--- src/rtl/core/token_bucket_shaper_queue_defines.svh ---
// assertion macros used by the shaper top module
`ifndef TOKEN_BUCKET_SHAPER_QUEUE_DEFINES_SVH
`define TOKEN_BUCKET_SHAPER_QUEUE_DEFINES_SVH

// same-cycle implication, disabled during reset
`define TBSQ_ASSERT_NOW(label, clk, rst_n, ante, cons, msg) \
	label: assert property (@(posedge clk) disable iff (!rst_n) (ante) |-> (cons)) \
		else $error(msg);

// next-cycle implication, disabled during reset
`define TBSQ_ASSERT_NEXT(label, clk, rst_n, ante, cons, msg) \
	label: assert property (@(posedge clk) disable iff (!rst_n) (ante) |=> (cons)) \
		else $error(msg);

`endif

--- src/rtl/core/tbsq_pkg.sv ---
// types and constants of the token bucket shaper
package tbsq_pkg;

	localparam int QUEUE_DEPTH_DEF = 16;
	localparam int ID_W            = 16;
	localparam int NEED_W          = 10;
	localparam int CNT_W           = 16;
	localparam int LEVEL_W         = 5;

	localparam logic [NEED_W-1:0] DEPTH_RESET = NEED_W'(10);
	localparam logic [CNT_W-1:0]  CNT_MAX     = {CNT_W{1'b1}};

	typedef enum logic [2:0] {
		EV_QUEUED     = 3'd0,
		EV_DROP_LARGE = 3'd1,
		EV_DROP_FULL  = 3'd2,
		EV_TOKEN_ADD  = 3'd3,
		EV_TOKEN_DROP = 3'd4
	} event_code_t;

	typedef struct packed {
		logic [ID_W-1:0]   id;
		logic [NEED_W-1:0] need;
	} entry_t;

	typedef struct packed {
		logic push;
		logic pop;
	} q_ctl_t;

	function automatic logic [CNT_W-1:0] sat_inc(input logic [CNT_W-1:0] v);
		return (v == CNT_MAX) ? v : v + CNT_W'(1);
	endfunction

endpackage

--- src/rtl/core/tbsq_queue.sv ---
// packet queue storage with prefetched head entry
module tbsq_queue #(
	parameter int QUEUE_DEPTH = tbsq_pkg::QUEUE_DEPTH_DEF
) (
	input  logic             clk,
	input  logic             arst_n,
	input  tbsq_pkg::q_ctl_t ctl,
	input  tbsq_pkg::entry_t push_entry,
	output tbsq_pkg::entry_t head_entry
);

	localparam int PTR_W = $clog2(QUEUE_DEPTH);
	localparam logic [PTR_W-1:0] LAST_SLOT = PTR_W'(QUEUE_DEPTH - 1);

	function automatic logic [PTR_W-1:0] next_slot(input logic [PTR_W-1:0] p);
		return (p == LAST_SLOT) ? '0 : p + PTR_W'(1);
	endfunction

	tbsq_pkg::entry_t mem_q [QUEUE_DEPTH];
	tbsq_pkg::entry_t rd_data_q;
	tbsq_pkg::entry_t byp_data_q;
	logic             byp_q;
	logic [PTR_W-1:0] head_q;
	logic [PTR_W-1:0] tail_q;
	logic [PTR_W-1:0] head_d;

	assign head_d = ctl.pop ? next_slot(head_q) : head_q;

	always_ff @(posedge clk or negedge arst_n) begin
		if (!arst_n) begin
			head_q <= '0;
			tail_q <= '0;
			byp_q  <= 1'b0;
		end else begin
			if (ctl.pop) begin
				head_q <= head_d;
			end
			if (ctl.push) begin
				tail_q <= next_slot(tail_q);
			end
			// memory reads old data when the new head slot is written this cycle
			byp_q <= ctl.push && (tail_q == head_d);
		end
	end

	always_ff @(posedge clk) begin
		if (ctl.push) begin
			mem_q[tail_q] <= push_entry;
		end
		rd_data_q  <= mem_q[head_d];
		byp_data_q <= push_entry;
	end

	assign head_entry = byp_q ? byp_data_q : rd_data_q;

endmodule

--- src/rtl/core/token_bucket_shaper_queue.sv ---
// Token bucket shaper with a packet queue.
// Input channel item_valid/item_ready carries one event word: action 0 is a
// packet arrival (packet_id, tokens_needed), action 1 is a token tick.
// Result channel result_valid/result_ready returns exactly one word per event:
// event code, release flag and id, token and queue levels, drop totals.
// cfg_wr_en/cfg_wr_data write bucket_depth; write only while no event is pending.
// Path: an accepted event goes to the input register, then to the result register;
// a stalled result holds it back in between. Throughput: one event per cycle while
// results are taken; token count, queue pointers and fill update together per event.
// The queue is a memory with a registered read of the head slot, prefetched
// from the next head pointer so back-to-back releases need no stall.
// Reset: token count, queue pointers, fill and drop totals clear, bucket_depth
// returns to 10; queue contents are not cleared and no clearing pass is needed.
// A stalled result holds its register; the input register then fills and
// item_ready drops until result_ready returns.
module token_bucket_shaper_queue #(
	parameter int QUEUE_DEPTH = tbsq_pkg::QUEUE_DEPTH_DEF
) (
	input  logic                         clk,
	input  logic                         arst_n,
	input  logic                         cfg_wr_en,
	input  logic [tbsq_pkg::NEED_W-1:0]  cfg_wr_data,
	input  logic                         item_valid,
	output logic                         item_ready,
	input  logic                         action,
	input  logic [tbsq_pkg::ID_W-1:0]    packet_id,
	input  logic [tbsq_pkg::NEED_W-1:0]  tokens_needed,
	output logic                         result_valid,
	input  logic                         result_ready,
	output logic [2:0]                   event_code,
	output logic                         released,
	output logic [tbsq_pkg::ID_W-1:0]    released_id,
	output logic [tbsq_pkg::NEED_W-1:0]  token_level,
	output logic [tbsq_pkg::LEVEL_W-1:0] queue_level,
	output logic [tbsq_pkg::CNT_W-1:0]   dropped_packet_total,
	output logic [tbsq_pkg::CNT_W-1:0]   dropped_token_total
);

	`include "token_bucket_shaper_queue_defines.svh"

	localparam int FILL_W = $clog2(QUEUE_DEPTH + 1);
	localparam logic [FILL_W-1:0] FILL_FULL = FILL_W'(QUEUE_DEPTH);

	// input register
	logic                        valid_s1;
	logic                        action_s1;
	logic [tbsq_pkg::ID_W-1:0]   pid_s1;
	logic [tbsq_pkg::NEED_W-1:0] need_s1;

	// shaper state
	logic [tbsq_pkg::NEED_W-1:0] depth_q;
	logic [tbsq_pkg::NEED_W-1:0] tok_q;
	logic [FILL_W-1:0]           fill_q;
	logic [tbsq_pkg::CNT_W-1:0]  pdrop_q;
	logic [tbsq_pkg::CNT_W-1:0]  tdrop_q;

	// result register
	logic                        out_valid_q;
	tbsq_pkg::event_code_t       ev_q;
	logic                        rel_q;
	logic [tbsq_pkg::ID_W-1:0]   rel_id_q;
	logic [FILL_W-1:0]           out_fill_q;

	logic                        fire;
	tbsq_pkg::q_ctl_t            q_ctl;
	tbsq_pkg::entry_t            new_entry;
	tbsq_pkg::entry_t            head_entry;
	tbsq_pkg::entry_t            cand;
	tbsq_pkg::event_code_t       ev_d;
	logic                        try_rel;
	logic [tbsq_pkg::NEED_W-1:0] tok_mid;
	logic [tbsq_pkg::NEED_W-1:0] tok_d;
	logic [FILL_W-1:0]           fill_mid;
	logic [FILL_W-1:0]           fill_d;
	logic [tbsq_pkg::CNT_W-1:0]  pdrop_d;
	logic [tbsq_pkg::CNT_W-1:0]  tdrop_d;
	logic [FILL_W+tbsq_pkg::LEVEL_W-1:0] fill_ext;

	assign fire       = valid_s1 && (!out_valid_q || result_ready);
	assign item_ready = !valid_s1 || fire;

	assign new_entry.id   = pid_s1;
	assign new_entry.need = need_s1;

	always_ff @(posedge clk or negedge arst_n) begin
		if (!arst_n) begin
			valid_s1 <= 1'b0;
		end else if (item_ready) begin
			valid_s1 <= item_valid;
		end
	end

	always_ff @(posedge clk) begin
		if (item_ready && item_valid) begin
			action_s1 <= action;
			pid_s1    <= packet_id;
			need_s1   <= tokens_needed;
		end
	end

	always_comb begin
		ev_d     = tbsq_pkg::EV_QUEUED;
		q_ctl    = '0;
		try_rel  = 1'b0;
		tok_mid  = tok_q;
		pdrop_d  = pdrop_q;
		tdrop_d  = tdrop_q;
		if (!action_s1) begin
			if (need_s1 > depth_q) begin
				ev_d    = tbsq_pkg::EV_DROP_LARGE;
				pdrop_d = tbsq_pkg::sat_inc(pdrop_q);
			end else if (fill_q >= FILL_FULL) begin
				ev_d    = tbsq_pkg::EV_DROP_FULL;
				pdrop_d = tbsq_pkg::sat_inc(pdrop_q);
			end else begin
				q_ctl.push = fire;
				try_rel    = 1'b1;
			end
		end else begin
			if (tok_q < depth_q) begin
				ev_d    = tbsq_pkg::EV_TOKEN_ADD;
				tok_mid = tok_q + tbsq_pkg::NEED_W'(1);
			end else begin
				ev_d    = tbsq_pkg::EV_TOKEN_DROP;
				tdrop_d = tbsq_pkg::sat_inc(tdrop_q);
			end
			try_rel = 1'b1;
		end
		fill_mid = fill_q + FILL_W'(q_ctl.push);
		// an arrival into an empty queue is its own head
		cand  = (fill_q == '0) ? new_entry : head_entry;
		tok_d = tok_mid;
		if (fire && try_rel && (fill_mid != '0) && (cand.need <= tok_mid)) begin
			q_ctl.pop = 1'b1;
			tok_d     = tok_mid - cand.need;
		end
		fill_d = fill_mid - FILL_W'(q_ctl.pop);
	end

	tbsq_queue #(
		.QUEUE_DEPTH(QUEUE_DEPTH)
	) u_queue (
		.clk        (clk),
		.arst_n     (arst_n),
		.ctl        (q_ctl),
		.push_entry (new_entry),
		.head_entry (head_entry)
	);

	always_ff @(posedge clk or negedge arst_n) begin
		if (!arst_n) begin
			depth_q     <= tbsq_pkg::DEPTH_RESET;
			tok_q       <= '0;
			fill_q      <= '0;
			pdrop_q     <= '0;
			tdrop_q     <= '0;
			out_valid_q <= 1'b0;
		end else begin
			if (cfg_wr_en) begin
				depth_q <= cfg_wr_data;
			end
			if (fire) begin
				tok_q   <= tok_d;
				fill_q  <= fill_d;
				pdrop_q <= pdrop_d;
				tdrop_q <= tdrop_d;
			end
			if (fire) begin
				out_valid_q <= 1'b1;
			end else if (result_ready) begin
				out_valid_q <= 1'b0;
			end
		end
	end

	always_ff @(posedge clk) begin
		if (fire) begin
			ev_q       <= ev_d;
			rel_q      <= q_ctl.pop;
			rel_id_q   <= q_ctl.pop ? cand.id : '0;
			out_fill_q <= fill_d;
		end
	end

	assign fill_ext = {{tbsq_pkg::LEVEL_W{1'b0}}, out_fill_q};

	assign result_valid         = out_valid_q;
	assign event_code           = ev_q;
	assign released             = rel_q;
	assign released_id          = rel_id_q;
	assign token_level          = tok_q;
	assign queue_level          = fill_ext[tbsq_pkg::LEVEL_W-1:0];
	assign dropped_packet_total = pdrop_q;
	assign dropped_token_total  = tdrop_q;

	`TBSQ_ASSERT_NOW(a_fill_bound, clk, arst_n, 1'b1, fill_q <= FILL_FULL, "queue fill over depth")
	`TBSQ_ASSERT_NOW(a_no_rel_on_drop, clk, arst_n, out_valid_q && rel_q,
		(ev_q != tbsq_pkg::EV_DROP_LARGE) && (ev_q != tbsq_pkg::EV_DROP_FULL),
		"release on a dropped packet")
	`TBSQ_ASSERT_NEXT(a_hold_s1, clk, arst_n, valid_s1 && !fire,
		valid_s1 && $stable(pid_s1) && $stable(need_s1) && $stable(action_s1),
		"pending word lost from input register")

endmodule

--- config.mk ---
export PLATFORM = sky130hd
export DESIGN_NAME = token_bucket_shaper_queue
export DESIGN_NICKNAME = d
export VERILOG_FILES = /design/src/rtl/core/tbsq_pkg.sv /design/src/rtl/core/tbsq_queue.sv /design/src/rtl/core/token_bucket_shaper_queue.sv
export VERILOG_INCLUDE_DIRS = /design/src /design/src/rtl/core
export SDC_FILE = /design/constraint.sdc
export NUM_CORES = 1
export LEC_CHECK = 0
export BUFFER_PORTS_ARGS = -buffer_cell sky130_fd_sc_hd__buf_2
export CAP_MARGIN = 20
export CORE_ASPECT_RATIO = 0.5
export CORE_UTILIZATION = 30
export CTS_BUF_LIST = sky130_fd_sc_hd__clkbuf_8
export DETAILED_ROUTE_END_ITERATION = 8
export GPL_TIMING_DRIVEN = 0
export SLEW_MARGIN = 20
export SYNTH_ARGS = -nofsm -noshare
export SYNTH_HDL_FRONTEND = slang
export SYNTH_HIERARCHICAL = 1
export SYNTH_SLANG_ARGS = --single-unit
--- constraint.sdc ---
create_clock -name clk -period 4.5 [get_ports clk]
set_input_delay 0.9 -clock clk [delete_from_list [all_inputs] [get_ports clk]]
set_output_delay 0.9 -clock clk [all_outputs]
set_load 0.02 [all_outputs]
==> metrics.yaml <==
yosys:
  synth_seq_area_share_pct: 64.76
  synth.cell_area_um2: 25940
  synth_edf_count: 468
  ys_ff_latch: 588
  syn_nets: 2071
  synthCells: 1987
  ys_dominant_reg_cell: "edfxtp_1"
  netlist-cell-type-count: 73
  yosysWarnings: 6
  synthArstFlopShare_pct: 11.56
  avgSynthCellArea_um2: 13.05
sta:
  setup-tns-final_ns: -7.726
  relSlewSlack_pct: 38.43
  skew_ns: 0.05854
  setup_violations: 29
  period_share_pct: 108.5
  max_freq_mhz: 204.9
  fin_ws_ns: -0.3812
  rsz0062_at_grt: "yes"
  slew_violations: 0
  tightest_slew_ns: 0.9235
  fin_crit_ns: 4.881
  hold_viol_final: 0
global_route:
  grt_pass1_vias: 18180
  grt_pass1_wl_um: 121600
  antenna_found_initial: 0
  grt_remaining_overflow: 0
  grt_usage_pct: 18.80
  grt_max_degree: 53
setup_path:
  crit_path_start_kind: "flip-flop"
  critical_path.top_delay_family: "simple AND/OR/NAND/NOR gates"
  cp.required_ns: 5.06
  r2r_start: "fill_q[3]$_DFFE_PN0P_"
  cp_data_arrival_time_ns: 5.44
  end_kind: "flip-flop"
  path_buf_inv: 7
  r2r_cells: 22
  timing.critical_path.mode_cell: "buf_8"
  reg2reg_to: "u_queue/rd_data_q[2]$_DFF_P_"
  crit_type: "reg2reg"
  slowest_delay_ns: 0.56
  worstPathCellList: "or2_4 -> or4_4 -> clkbuf_16 -> nand2_1 -> o21ai_4 -> ha_1 -> inv_1 -> fa_2 -> nand3_2 -> a31oi_1 -> o211ai_1 -> a221oi_4 -> nand2b_4 -> inv_8 -> buf_8 -> mux2i_4 -> buf_6 -> buf_8 -> nor2_4 -> buf_8 -> a22o_4 -> nor4_4"
  reg2reg_slack_ns: -0.38
  crit_fanout: 6
  crit_slowest_cell: "or4_4"
job:
  cap_violations: 0
finish:
  regArea_um2: 16810
  area_growth_pct: 28.04
  drive_above_1_share_pct: 31.40
  multi_input_area_um2: 9589
  fillers: 7824
  nNetsFinal: 2422
  fin_util_pct: 39.20
drt:
  drt-wirelength-per-cell_um: 23.76
  route.detailed.drc: 0
  drt_wl_total_um: 84840
  drt_first_pass_iters: 5
  ant_nets: 0
  drtIter0Drc: 2044
  vias: 19130
  via_per_inst: 5.358
die:
  die-area_um2: 87720
  io_pins: 111
  die_height_um: 209.9
  fp-row-count: 75
  coreArea_um2: 84740
  die_w_um: 417.9
  initial_core_util_pct: 30.61
place:
  preCtsSetupSlack_ns: -2.487
  routabilityCongestion: 0.8857
  place.port_buffers: 109
  hpwlAfterDp_um: 55120
hold_path:
  worstHoldPathType: "in2async"
clock_network:
  tritoncts: "built"
  cts_made_buffers: 92
  cts_root_buf: "clkbuf_8"
  clk_pin_slew_ns: 0.07
  ctsHoldBuffers: 0
  cts_buffer_depth: 3
  ctsHtreeMaxLevel: 3
  clkLatencyLatePin_ns: 0.71
  cts.sinks: 588
outcome:
  status: "complete, but fails checks"
  violations: "setup timing"
pwr:
  p_total_uw: 21770
  powerDensity_nw_per_um2: 655.3
  ir_drop_mv: 0.3039
  leakage_uw: 0.01256
[per-layer routing]
| metal | share of wire (%) | wire length [um] | track usage [%] |
|---|---|---|---|
| met4 | 3.5 | 2942 | 6.543 |
| met1 | 42 | 35380 | 25.74 |
| met2 | 46 | 38660 | 29.45 |
| met3 | 9.3 | 7854 | 4.020 |
| met5 | 0 | 0 | 0 |
[kinds of logic after synthesis]
group	after synthesis	synth area share [%]
adders and majority gates	42	2.055
muxes	60	2.508
DFF	588	64.76
and+or+nand+nor	656	12.80
xor gates and xnor gates	57	1.925
buffers and inverters	160	3.019
AOI/OAI and AO/OA	424	12.93
[power breakdown]
group	switching, uW	internal (uW)
registers	318	6310
logic	6240	4660
clock network	2140	2090
total	8700	13100
[synthesized netlist by cell type (all sizes together) (41+ instances only)]
cell / number / area (um2)
ha: 41 / 513.0
a21oi: 86 / 445.4
nand2: 268 / 1006
nor2: 47 / 196.4
a211o: 105 / 919.6
dfxtp: 52 / 1041
a22o: 47 / 411.6
o221ai: 90 / 788.3
nand3: 123 / 615.6
edfxtp: 468 / 14050
nor2b: 110 / 688.2
buf: 85 / 500.5
dfrtp: 66 / 1652
[how the worst max path moves through the flow]
stage,startpoint,endpoint,slack [ns],depth (start not counted)
3_5_place_dp,fill_q[4]$_DFFE_PN0P_,u_queue/rd_data_q[20]$_DFF_P_,-2.49,22
6_report,fill_q[3]$_DFFE_PN0P_,u_queue/rd_data_q[2]$_DFF_P_,-0.38,22
2_1_floorplan,token_level[5]$_DFFE_PN0P_,u_queue/rd_data_q[17]$_DFF_P_,0.009,24
3_3_place_gp,need_s1[7]$_DFFE_PP_,u_queue/mem_q[3][22]$_DFFE_PP_,-2.52,9
4_1_cts,need_s1[8]$_DFFE_PP_,u_queue/rd_data_q[2]$_DFF_P_,-0.37,22
5_1_grt,need_s1[8]$_DFFE_PP_,u_queue/rd_data_q[2]$_DFF_P_,-0.56,22
[area by class of cell]
class | instances | area share (%)
Sequential cell | 588 | 50.62
Multi-Input combinational cell | 1239 | 28.87
Timing Repair inverter | 1 | 0.02260
Clock buffer | 102 | 4.227
Tap cell | 1155 | 4.351
Inverter | 35 | 0.4445
Clock inverter | 68 | 0.9267
Buffer | 122 | 3.733
Antenna cell | 1 | 0.007534
Timing Repair Buffer | 259 | 6.800
[placed cells by master, fill, tap and decap left out, types with 26 or more instances in the layout]
cell,Yosys,layout
a211o_1,105,105
a21oi_1,84,37
a21oi_2,1,37
a22o_1,47,30
buf_12,0,28
buf_2,58,128
buf_4,19,123
buf_6,5,31
clkbuf_8,0,104
dfrtp_1,66,55
dfxtp_1,52,52
edfxtp_1,468,468
ha_1,41,33
inv_1,31,79
mux2_2,30,30
mux2i_1,29,28
nand2_1,268,251
nand3_1,123,95
nand3_2,0,26
nor2_1,43,28
nor2b_1,110,109
o221ai_1,90,88
xnor2_1,33,31
[through the flow]
stage | area [um2] | cells | hold slack [ns]
2_1_floorplan | 25980 | 1987 | 0.4569
3_3_place_gp | 27970 | 3251 | 0.4706
3_5_place_dp | 28570 | 3278 | 0.4747
4_1_cts | 32600 | 3543 | 0.08061
5_1_grt | 33210 | 3569 | 0.09659
6_report | 33210 | 3570 | 0.1237
[registers in the layout, indices dropped and copies added (netlist names)]
signal                count
action_s1                 1
depth_q                  10
dropped_packet_total     16
dropped_token_total      16
event_code                3
fill_q                    5
need_s1                  10
pid_s1                   16
queue_level               5
released                  1
released_id              16
result_valid              1
token_level              10
u_queue/byp_data_q       26
u_queue/byp_q             1
u_queue/head_q            4
u_queue/mem_q           416
u_queue/rd_data_q        26
u_queue/tail_q            4
valid_s1                  1
[what timing repair did]
action | 4_1_cts | 5_1_grt
endpoints found under the hold margin | 0 | 0
pin swaps | 77 | 39
endpoints found under the setup margin | 68 | 40
cloned | 9 | 1
buffers inserted | 89 | 27
resized for setup | 341 | 83
(Power assumes the default switching activity.)
